$ cat config.mk
export PLATFORM = sky130hd
export DESIGN_NAME = udp_dest_port_packet_steer
export DESIGN_NICKNAME = d
export VERILOG_FILES = /design/src/udpps_pkg.sv /design/src/udpps_cfg.sv /design/src/udpps_parse.sv /design/src/udpps_out.sv /design/src/udp_dest_port_packet_steer.sv
export SDC_FILE = /design/constraint.sdc
export NUM_CORES = 1
export LEC_CHECK = 0
export ABC_AREA = 1
export BUFFER_PORTS_ARGS = -buffer_cell sky130_fd_sc_hd__buf_2
export CAP_MARGIN = 20
export CORE_MARGIN = 2
export CORE_UTILIZATION = 25
export CTS_BUF_LIST = sky130_fd_sc_hd__clkbuf_8
export CTS_CLUSTER_SIZE = 14
export DETAILED_ROUTE_END_ITERATION = 7
export PLACE_DENSITY = 0.47
export SYNTH_ARGS = -nofsm -noshare
export SYNTH_HDL_FRONTEND = slang
export SYNTH_HIERARCHICAL = 1
export SYNTH_SLANG_ARGS = --single-unit
$ cat constraint.sdc
create_clock -name i_clk -period 10.9 [get_ports i_clk]
set_clock_uncertainty 0.1 [all_clocks]
set_input_delay 0.545 -clock i_clk [delete_from_list [all_inputs] [get_ports i_clk]]
set_output_delay 0.545 -clock i_clk [all_outputs]
set_load 0.03 [all_outputs]
$ cat src/udpps_pkg.sv
// ----------------------------------------------------------------------------
// udpps_pkg
// Shared constants and types for the UDP destination port packet steer.
// ----------------------------------------------------------------------------
package udpps_pkg;

    localparam int unsigned OFF_W = 7;

    localparam logic [OFF_W-1:0] OFF_MAX      = 7'd127;
    localparam logic [OFF_W-1:0] OFF_ETYPE_HI = 7'd12;
    localparam logic [OFF_W-1:0] OFF_ETYPE_LO = 7'd13;
    localparam logic [OFF_W-1:0] ETH_HDR_LEN  = 7'd14;
    localparam logic [OFF_W-1:0] OFF_V4_PROTO = 7'd23;
    localparam logic [OFF_W-1:0] OFF_V6_NHDR  = 7'd20;
    localparam logic [OFF_W-1:0] V6_UDP_START = 7'd54;

    localparam logic [7:0] V4_MIN_LEN  = 8'd34;
    localparam logic [7:0] V6_MIN_LEN  = 8'd62;
    localparam logic [7:0] UDP_HDR_LEN = 8'd8;

    localparam logic [15:0] ETYPE_IPV4   = 16'h0800;
    localparam logic [15:0] ETYPE_IPV6   = 16'h86DD;
    localparam logic [7:0]  PROTO_UDP    = 8'd17;
    localparam logic [15:0] DEFAULT_PORT = 16'd3478;

    typedef enum logic {
        ACT_PASS     = 1'b0,
        ACT_REDIRECT = 1'b1
    } t_action;

    // verdict handed from the parser to the result register
    typedef struct packed {
        logic    valid;
        t_action action;
    } t_verdict;

endpackage

$ cat src/udpps_cfg.sv
// ----------------------------------------------------------------------------
// udpps_cfg
// Target port register, written through its own valid/ready channel.
// ----------------------------------------------------------------------------
module udpps_cfg
    import udpps_pkg::*;
(
    input  logic        i_clk,
    input  logic        i_rst_n,
    input  logic        i_cfg_valid,
    output logic        o_cfg_ready,
    input  logic [15:0] i_cfg_data,
    output logic [15:0] o_steer_port
);

    logic [15:0] r_steer_port;

    assign o_cfg_ready  = 1'b1;
    assign o_steer_port = r_steer_port;

    always_ff @(posedge i_clk) begin
        if (!i_rst_n) begin
            r_steer_port <= DEFAULT_PORT;
        end else if (i_cfg_valid) begin
            r_steer_port <= i_cfg_data;
        end
    end

endmodule

$ cat src/udpps_parse.sv
// ----------------------------------------------------------------------------
// udpps_parse
// Byte offset counter, header field capture and end-of-frame verdict.
// ----------------------------------------------------------------------------
module udpps_parse
    import udpps_pkg::*;
(
    input  logic        i_clk,
    input  logic        i_rst_n,
    input  logic        i_accept,
    input  logic [7:0]  i_frame_byte,
    input  logic        i_last_byte,
    input  logic [15:0] i_steer_port,
    output t_verdict    o_verdict
);

    logic [OFF_W-1:0] r_offset;
    logic [15:0]      r_ether;
    logic [3:0]       r_ihl;
    logic [7:0]       r_proto;
    logic [15:0]      r_port;

    logic [15:0]      n_ether;
    logic [3:0]       n_ihl;
    logic [7:0]       n_proto;
    logic [15:0]      n_port;
    logic [OFF_W-1:0] udp_start;
    logic [7:0]       frame_len;
    logic             hit;

    always_comb begin
        n_ether = r_ether;
        if (r_offset == OFF_ETYPE_HI) begin
            n_ether[15:8] = i_frame_byte;
        end else if (r_offset == OFF_ETYPE_LO) begin
            n_ether[7:0] = i_frame_byte;
        end

        n_ihl   = r_ihl;
        n_proto = r_proto;
        if (n_ether == ETYPE_IPV4) begin
            if (r_offset == ETH_HDR_LEN) begin
                n_ihl = i_frame_byte[3:0];
            end
            if (r_offset == OFF_V4_PROTO) begin
                n_proto = i_frame_byte;
            end
        end else if (n_ether == ETYPE_IPV6) begin
            if (r_offset == OFF_V6_NHDR) begin
                n_proto = i_frame_byte;
            end
        end

        // IHL is taken as is, even below five words
        if (n_ether == ETYPE_IPV6) begin
            udp_start = V6_UDP_START;
        end else begin
            udp_start = ETH_HDR_LEN + {1'b0, n_ihl, 2'b00};
        end

        n_port = r_port;
        if (r_offset >= ETH_HDR_LEN) begin
            if (r_offset == udp_start + 7'd2) begin
                n_port[15:8] = i_frame_byte;
            end else if (r_offset == udp_start + 7'd3) begin
                n_port[7:0] = i_frame_byte;
            end
        end

        frame_len = {1'b0, r_offset} + 8'd1;
        hit = 1'b0;
        if (n_ether == ETYPE_IPV4) begin
            hit = (n_proto == PROTO_UDP) && (frame_len >= V4_MIN_LEN)
                && (frame_len >= {1'b0, udp_start} + UDP_HDR_LEN)
                && (n_port == i_steer_port);
        end else if (n_ether == ETYPE_IPV6) begin
            hit = (n_proto == PROTO_UDP) && (frame_len >= V6_MIN_LEN)
                && (n_port == i_steer_port);
        end

        o_verdict.valid  = i_accept && i_last_byte;
        o_verdict.action = hit ? ACT_REDIRECT : ACT_PASS;
    end

    always_ff @(posedge i_clk) begin
        if (!i_rst_n) begin
            r_offset <= '0;
            r_ether  <= '0;
            r_ihl    <= '0;
            r_proto  <= '0;
            r_port   <= '0;
        end else if (i_accept) begin
            if (i_last_byte) begin
                r_offset <= '0;
                r_ether  <= '0;
                r_ihl    <= '0;
                r_proto  <= '0;
                r_port   <= '0;
            end else begin
                r_offset <= (r_offset == OFF_MAX) ? OFF_MAX : r_offset + 7'd1;
                r_ether  <= n_ether;
                r_ihl    <= n_ihl;
                r_proto  <= n_proto;
                r_port   <= n_port;
            end
        end
    end

endmodule

$ cat src/udpps_out.sv
// ----------------------------------------------------------------------------
// udpps_out
// Result register holding one action until the downstream side takes it.
// ----------------------------------------------------------------------------
module udpps_out
    import udpps_pkg::*;
(
    input  logic     i_clk,
    input  logic     i_rst_n,
    input  t_verdict i_verdict,
    output logic     o_room,
    output logic     o_valid,
    input  logic     i_ready,
    output logic     o_action
);

    logic    r_valid;
    t_action r_action;

    // room whenever the held result leaves in this cycle or none is held
    assign o_room   = !r_valid || i_ready;
    assign o_valid  = r_valid;
    assign o_action = r_action;

    always_ff @(posedge i_clk) begin
        if (!i_rst_n) begin
            r_valid <= 1'b0;
        end else if (o_room) begin
            r_valid <= i_verdict.valid;
        end
    end

    always_ff @(posedge i_clk) begin
        if (o_room && i_verdict.valid) begin
            r_action <= i_verdict.action;
        end
    end

endmodule

$ cat src/udp_dest_port_packet_steer.sv
// ----------------------------------------------------------------------------
// udp_dest_port_packet_steer
// Classifies Ethernet frames by UDP destination port, one byte per cycle.
// ----------------------------------------------------------------------------
// Takes one frame byte per cycle, i_last_byte marking the end of a frame, and
// gives one action per frame in the cycle after its last byte: redirect for an
// IPv4 or IPv6 UDP frame long enough to hold the UDP header whose destination
// port equals the target port (reset value 3478), pass for all others. Each
// byte is handled in the cycle it is accepted, so a new byte can enter
// every cycle; o_ready drops only while a result is held and not taken.
// VLAN tags and IPv6 extension headers are not followed. Write the target port
// only while no frame is in flight.
module udp_dest_port_packet_steer
    import udpps_pkg::*;
(
    input  logic        i_clk,
    input  logic        i_rst_n,
    input  logic        i_cfg_valid,
    output logic        o_cfg_ready,
    input  logic [15:0] i_cfg_data,
    input  logic        i_valid,
    output logic        o_ready,
    input  logic [7:0]  i_frame_byte,
    input  logic        i_last_byte,
    output logic        o_valid,
    input  logic        i_ready,
    output logic        o_action
);

    logic [15:0] steer_port;
    logic        room;
    logic        accept;
    t_verdict    verdict;

    assign o_ready = room;
    assign accept  = i_valid && room;

    udpps_cfg u_cfg (
        .i_clk        (i_clk),
        .i_rst_n      (i_rst_n),
        .i_cfg_valid  (i_cfg_valid),
        .o_cfg_ready  (o_cfg_ready),
        .i_cfg_data   (i_cfg_data),
        .o_steer_port (steer_port)
    );

    udpps_parse u_parse (
        .i_clk        (i_clk),
        .i_rst_n      (i_rst_n),
        .i_accept     (accept),
        .i_frame_byte (i_frame_byte),
        .i_last_byte  (i_last_byte),
        .i_steer_port (steer_port),
        .o_verdict    (verdict)
    );

    udpps_out u_out (
        .i_clk     (i_clk),
        .i_rst_n   (i_rst_n),
        .i_verdict (verdict),
        .o_room    (room),
        .o_valid   (o_valid),
        .i_ready   (i_ready),
        .o_action  (o_action)
    );

endmodule

## Word level (Yosys, flattened, before mapping)

Cells that the tools add are included.

- Bits in registers: 69
- Bits of input ports: 30
- Output and inout bits: 4
- Logic and storage cells: 63

- Add/subtract/negate cells: 6
- Order comparisons: 4
- Equal/unequal tests: 12
- Muxes and demuxes: 23
- Reduce and logical (&&, ||, !) cells: 10

Operator list:

| operator | number |
|---|---|
| $mux W8 | 11 |
| $mux W16 | 3 |
| $eq A7 B4 Y1 const B | 3 |
| $mux W7 | 3 |
| $eq A16 B12 Y1 const B | 1 |
| $eq A16 B16 Y1 | 1 |
| $eq A16 B16 Y1 const B | 1 |
| $ge A8 B6 Y1 const B | 2 |
| $add A7 B2 Y7 const B | 2 |
| $eq A7 B5 Y1 const B | 2 |
| $eq A7 B7 Y1 | 2 |
| $mux W4 | 3 |
| $add A7 B1 Y8 const B | 1 |
| $add A7 B4 Y8 const B | 1 |
| $eq A8 B5 Y1 const B | 1 |
| $ge A8 B8 Y1 | 1 |
| $logic_and A1 B1 Y1 | 8 |
| $add A4 B6 Y7 const A | 1 |
| $add A7 B1 Y7 const B | 1 |
| $eq A7 B7 Y1 const B | 1 |
| $ge A7 B4 Y1 const B | 1 |
| $mux W1 | 3 |
| $logic_not A1 Y1 | 1 |
| $logic_or A1 B1 Y1 | 1 |

## Longest topological paths before layout

Gate-level depths: netlist (run 1).

- Word-level depth: 17
- Depth in mapped cells: 37
- Depth with buffers taken out: 36

## Hierarchy

Netlist (run 1), hierarchy kept.

Modules (own cells, without submodules):

| module | instances | cells an instance | area an instance (sq um) | sequential area each (sq um) |
|---|---|---|---|---|
| udpps_parse | 1 | 714 | 4295.4 | 1021.0 |
| udpps_cfg | 1 | 90 | 661.9 | 320.3 |
| udpps_out | 1 | 8 | 81.3 | 50.0 |
| udp_dest_port_packet_steer | 1 | 2 | 7.5 | 0.0 |

## Least setup slack after synthesis (run 1)

No wires, ideal clock.

- Path kind: reg2reg
- From: register u_parse.r_offset[1]
- To: register u_out.r_action, in the netlist u_out/o_action, data pin
- Library setup time: 125 ps
- Arrival: 4370 ps
- Data required time: 10675 ps
- Setup slack: 6305 ps
- Stages on the path, launching flop included: 31
- Buffers on the path: 2
- Period minus slack after synthesis: 4595 ps
- Cell sequence: dfxtp_1 -> inv_1 -> ha_1 -> nand3_4 -> buf_6 -> o21bai_2 -> nand2_2 -> nor2_4 -> nand2_2 -> nor2_4 -> nand3_4 -> nand2_1 -> nand2_1 -> ha_1 -> a31oi_1 -> ha_1 -> xnor2_1 -> ha_1 -> nand2_1 -> o21ai_0 -> nand2_1 -> a21oi_1 -> a211oi_1 -> a211oi_1 -> nor2_1 -> nor4_1 -> nand3_1 -> nor2_1 -> nand3_1 -> nor2_1 -> buf_4

RTL lines:

| element | RTL line | text |
|---|---|---|
| start: declaration | udpps_parse.sv:17 | `logic [OFF_W-1:0] r_offset;` |
| start signal: assignment | udpps_parse.sv:100 | `r_offset <= (r_offset == OFF_MAX) ? OFF_MAX : r_offset + 7'd1;` |
| end signal: assignment | udpps_out.sv:35 | `r_action <= i_verdict.action;` |
| end: declaration | udpps_out.sv:18 | `t_action r_action;` |

==> results.md, run 1 <==
* Clk buf depth at 2
* Cell area after synthesis at 5050 um2
* Htree depth at 3
* PD cells at 95.7 nW/um2
* DR iter-0 viols at 348
* Cts hold-fix bufs at 0
* Layout area overhead at 10.2%
* Worst setup path class: reg -> reg
* Peak supply drop at 0.0489 mV
* Largest fanout on the critical path at 13
* Post-synthesis simple-gate area fraction at 44.5%
* Largest net degree at the start of global routing at 51
* I/O Buffers at 32
* Min-Delay Startpoint: i_cfg_data[1]
* Most frequent cells in the layout: 267 x nand2_1, 94 x inv_1, 68 x nor2_1, 68 x dfxtp_1, 66 x nand3_1
* Total track usage at 14.3%
* Leakage at 2.46 nW
* I/O pin cnt at 34
* Sequential area share after synthesis at 27.6%
* Utilization after layout at 28.3%
* EDFF count, synth at 1
* Worst Setup SP: u_parse/r_offset[1]$_SDFFE_PN0P_
* Final-report setup violation count at 0
* Root buf cell: clkbuf_8
* Setup_tns at 0 ps
* Final Hold Fails at 0
* Slowest cell delay on critical path at 400 ps
* First-pass GRT wire length at 24,400 um
* Pwr Total at 533 uW
* Initial Utilization at 25.7%
* GRT overflow at 0
* Post-DP HPWL at 11,100 um
* CP max-delay cell: nor4_1
* Clock transition at path regs at 80 ps
* Crit path launch type: flop
* XOR/XNOR Fraction of Synth Area at 0.694%
* Placer Congestion at 0.915
* Vias in the first global route at 4,717
* Vias post-DR at 4,968
* Post-CTS Resized at 0
* Net Count, Synth at 857
* CTS tree: yes
* Initial antenna violation count at 0
* Post-DRT Antenna Nets at 0
* Worst slew pin tran at 665 ps
* Final WL at 14,800 um
* R2R Path Start: u_parse/r_offset[1]$_SDFFE_PN0P_
* Max Clk Rate at 180 MHz
* Die Y at 146 um
* RSZ-0062 raised after global routing: no
* Number of remaining DRC errors at 0
* Synth unique cells at 48
* Nature of the critical path endpoint: flop
* Nets at 872
* Core area at 19,700 um2
* CTS Buf Count at 9
* Share of layout cells above drive strength 1 at 13.8%
* Clock period minus worst slack at 5540 ps
* Most common cell after layout, fill and taps aside: nand2_1
* Cells after Synth at 814
* Max-slew violations at 0
* Data arrival time of the worst path at 5690 ps
* Synth warnings at 6
* FILL cells at 2,293
* Tcrit/Tclk final at 50.8%
* Die area at 21,300 um2
* Largest family of logic cells by synthesized area: simple AND/OR/NAND/NOR gates
* Worst hold-check path type: in -> reg
* Setup bufs post-CTS at 0
* # rows at 51
* Via density at 4.52
* Clock Latency Late Sink at 380 ps
* Synth Area in Adders at 3.22%
* Syn Area/Cell at 6.20 um2
* Status: complete, no violations
* Critical Path RT at 11,040 ps
* CP most frequent cell: nand2_1
* Mux cell area share after synthesis at 0.198%
* Detailed Routing Iterations Pass 1 at 5
* Post-synthesis compound-gate area fraction at 11.8%
* CTS Sinks at 69
* Main flop type after synthesis: dfxtp_1
* Ant. Diodes at 0
* Relative max-transition margin at 55.4%
* Post-synth ARST share at 0%
* Die Wd at 146 um
* Seq cells post-synth at 69
* Maxcap violations at 0
* WL/cell at 13.4 um
[state kept, by name, summed over array words and instances (netlist names)]
register            cells
u_parse/r_ihl           4
u_out/o_action          1
u_parse/r_ether        16
u_parse/r_offset        7
u_parse/r_port         16
u_cfg/o_steer_port     16
u_parse/r_proto         8
u_out/o_valid           1
[per-stage QoR]
step | std cells | hold slack (ps) | setup WS (ps) | area (um2)
detailed placement | 1082 | 356 | 5360 | 5360
finish | 1098 | 277 | 5360 | 5560
global route | 1098 | 279 | 4630 | 5560
floorplan | 814 | 342 | 6310 | 5050
CTS | 1097 | 264 | 5320 | 5560
global placement | 1082 | 354 | 5510 | 5360
[critical path: cells and delay by family (launching register included)]
| kind | cells | cell delay, ps |
|---|---|---|
| AND/OR/NAND/NOR | 18 | 2450 |
| adder cells (fa/ha/maj) | 4 | 1250 |
| AO/OA/AOI/OAI | 5 | 920 |
| flip-flops | 1 | 360 |
| buffers and inverters | 2 | 230 |
| XOR/XNOR | 1 | 100 |
[path summary, 6_finish.rpt]
path	endpoint	slack [ps]	cells after the start
setup / recovery	u_out/o_action$_DFFE_PP_	5360	30
hold / removal	u_cfg/o_steer_port[1]$_SDFFE_PN1P_	280	3
setup reg to reg	u_out/o_action$_DFFE_PP_	5360	30
hold reg to reg	u_parse/r_port[4]$_SDFFE_PN0P_	370	2
[cell families (layout without fill, tap and decap cells)]
| group | Yosys count | count (layout) |
|---|---|---|
| muxes | 1 | 1 |
| and+or+nand+nor | 482 | 482 |
| adders and majority gates | 13 | 13 |
| AOI/OAI and AO/OA | 107 | 107 |
| buffers and inverters | 137 | 156 |
| xor gates and xnor gates | 4 | 4 |
| other | 1 | 1 |
| DFF | 69 | 69 |
[synthesized netlist by cell type (2+ instances only)]
master / number / area (um2)
o21ai_0: 20 / 100
buf_6: 9 / 101
ha_1: 13 / 163
nand3b_1: 3 / 22.5
o211ai_1: 5 / 37.5
nand4_1: 16 / 100
o21ai_1: 7 / 35.0
nor2_1: 69 / 259
nand3_1: 66 / 330
buf_2: 3 / 15.0
xnor2_1: 2 / 17.5
nor2_2: 3 / 18.8
nor3_1: 6 / 30.0
clkbuf_1: 16 / 60.1
buf_4: 2 / 15.0
nor2_8: 3 / 60.1
nor2_4: 5 / 56.3
nand2_2: 24 / 150
a211oi_1: 2 / 15.0
nor4_1: 2 / 12.5
a31oi_1: 6 / 37.5
inv_2: 8 / 30.0
nand3_2: 6 / 60.1
clkinv_1: 3 / 11.3
nand3_4: 3 / 52.6
inv_1: 94 / 353
o22ai_1: 2 / 12.5
nand2_1: 267 / 1000
xor2_1: 2 / 17.5
a21oi_1: 58 / 290
dfxtp_1: 68 / 1360
nand2_4: 5 / 56.3
[layer usage]
metal	vias up	global-route usage, %	wire (um)
li1	2619	-	-
met1	2246	19.0	7260
met2	87	23.5	6760
met3	16	3.41	515
met4	0	3.30	216
met5	-	0	0
[power breakdown]
group | switching (mW) | total [mW] | internal, mW
Clock | 0.112 | 0.223 | 0.111
Combinational | 0.0340 | 0.0477 | 0.0137
Sequential | 0.00425 | 0.262 | 0.257
[cell type report]
class / count / area [um2] / share of cell area [%]
Inverter: 105 / 394 / 7.09
Clock buffer: 10 / 138 / 2.47
Clock inverter: 5 / 60.1 / 1.08
Multi-Input combinational cell: 608 / 3060 / 55.0
Sequential cell: 69 / 1390 / 25.0
Timing Repair Buffer: 36 / 190 / 3.42
Tap cell: 265 / 332 / 5.96
No activity file was read; power rests on OpenSTA's default activity.
==> inputs of run 2 (changes only) <==
- clock period: 10.9 -> 5.7 ns (I/O delays scaled with it)
==> results.md, run 2 (synthesis gave the netlist of run 1 again) <==
* Status: complete, no violations
* RSZ-0062 raised after global routing: no
* R2R Path Start: u_parse/r_offset[1]$_SDFFE_PN0P_
* Final WS setup at 509 ps
* Slowest cell delay on critical path at 370 ps
* Switching share of power at 28.3%
* Multi-input gate area at 3070 um2
* Nets at 876
* Hold path cells at 3
* Final Hold Fails at 0
* Post-DP HPWL at 10,900 um
* I/O pin cnt at 34
* Vias post-DR at 4,963
* Clock Latency Late Sink at 370 ps
* First-pass GRT wire length at 24,600 um
* Via density at 4.50
* Share of layout cells above drive strength 1 at 14.6%
* DP Worst Slack at 323 ps
* Core area at 19,700 um2
* Worst Setup SP: u_parse/r_offset[1]$_SDFFE_PN0P_
* Nature of the critical path endpoint: flop
* CP most frequent cell: nand2_1
* GRT overflow at 0
* Largest fanout on the critical path at 13
* Relative max-transition margin at 32.2%
* Leakage at 2.47 nW
* Final WL at 14,800 um
* Critical Path RT at 5840 ps
* CTS Sinks at 69
* PD cells at 182 nW/um2
* Most frequent cells in the layout: 267 x nand2_1, 94 x inv_1, 68 x nor2_1, 68 x dfxtp_1, 66 x nand3_1
* WL/cell at 13.4 um
* Clock Power Share at 41.8%
* I/O Buffers at 32
* FILL cells at 2,272
* Worst setup path class: reg -> reg
* Initial antenna violation count at 0
* Largest net degree at the start of global routing at 51
* Peak supply drop at 0.144 mV
* CTS tree: yes
* Internal at 731 uW
* Placer Congestion at 0.868
* Ant. Diodes at 0
* CTS Buf Count at 9
* Final-report setup violation count at 0
* Worst hold-check path type: in -> reg
* Clk buf depth at 2
* Post-DRT Antenna Nets at 0
* Initial Utilization at 25.7%
* Register-to-register path setup slack at 510 ps
* Detailed Routing Iterations Pass 1 at 5
* CP max-delay cell: nor4_2
* Clock period minus worst slack at 5190 ps
* DR iter-0 viols at 286
* Total track usage at 14.2%
* Cts hold-fix bufs at 0
* Combinational cell fraction of total power at 9.1%
* Die area at 21,300 um2
* Crit path launch type: flop
* Setup_tns at 0 ps
* R2R depth at 30
* Vias in the first global route at 4,775
* Tcrit/Tclk final at 91.1%
* Clock transition at path regs at 90 ps
* Most common cell after layout, fill and taps aside: nand2_1
* Die Wd at 146 um
* Number of remaining DRC errors at 0
* Worst slew pin tran at 1010 ps
* Seq pwr share at 49.1%
* Area occupied by registers at 1390 um2
* Htree depth at 3
* RR Endpoint: u_out/o_action$_DFFE_PP_
* Max Clk Rate at 193 MHz
* Max-slew violations at 0
* Data arrival time of the worst path at 5340 ps
* Die Y at 146 um
* Root buf cell: clkbuf_8
* Layout area overhead at 11.1%
* Maxcap violations at 0
* Net Sw Power at 288 uW
* # rows at 51
* Critical path capture point: u_out/o_action$_DFFE_PP_
* Min-Delay Startpoint: i_cfg_data[1]
[run 2: changes by cell type in the layout (fill, tap and decap cells not counted)]
cell and delta:
ha_1 -2, buf_4 +4, clkinv_2 -1, ha_2 +2
nor4_1 -1, clkinvlp_4 +2, nor4_2 +1, inv_6 -1
[run 2: metal layers]
metal | track usage [%] | part of all wire, % | vias up
met5 | 0 | 0 | -
met4 | 2.33 | 0.59 | 0
met3 | 3.41 | 4.7 | 8
met2 | 23.3 | 45 | 104
met1 | 19.4 | 50 | 2224
li1 | - | - | 2627
[run 2: cell type report]
cell class,instances,share of cell area [%]
clock buffer,10,2.46
clock inverter,5,1.09
inverter,105,7.03
multi-input combinational,608,54.8
sequential,69,24.8
tap,265,5.92
timing repair buffer,40,3.93
[run 2: how the worst min path moves through the flow]
stage | end | slack (ps)
floorplan | u_parse/r_port[3]$_SDFFE_PN0P_ | 300
global placement | u_parse/r_ether[2]$_SDFFE_PN0P_ | 350
detailed placement | u_parse/r_port[5]$_SDFFE_PN0P_ | 360
CTS | u_cfg/o_steer_port[1]$_SDFFE_PN1P_ | 3
global route | u_cfg/o_steer_port[8]$_SDFFE_PN1P_ | 20
finish | u_cfg/o_steer_port[1]$_SDFFE_PN1P_ | 20
[run 2: through the flow]
| stage | cells | hold WS [ps] | utilization, % | power [mW] | cell area (um2) |
|---|---|---|---|---|---|
| after floorplan | 814 | 303 | - | 0.570 | 5050 |
| after global placement | 1086 | 354 | 27.4 | 0.606 | 5390 |
| after detailed placement | 1086 | 357 | 27.4 | 0.606 | 5390 |
| after CTS | 1101 | 2.81 | 28.4 | 1.04 | 5590 |
| after global routing | 1102 | 23.3 | 28.5 | 1.07 | 5610 |
| final | 1102 | 22.6 | 28.5 | 1.02 | 5610 |
[run 2: worst max-delay path: cells and delay by family (launching register included)]
family | cells | cell delay (ps)
buffers and inverters | 2 | 240
adders and majority gates | 4 | 1160
and+or+nand+nor | 18 | 2300
xor gates and xnor gates | 1 | 90
AOI/OAI and AO/OA | 5 | 820
DFF | 1 | 360
[run 2: power by group through the flow]
stage          clock [mW]  sequential [mW]  combinational (mW)
6_report            0.426            0.500              0.0931
5_1_grt             0.463            0.502               0.105
4_1_cts             0.441            0.500              0.0942
3_5_place_dp            0            0.512              0.0940
3_3_place_gp            0            0.512              0.0946
2_1_floorplan           0            0.510              0.0594
[run 2: what timing repair did]
item	in CTS	in global routing
buffers inserted	0	1
resized for setup	0	3
endpoints found under the setup margin	0	1
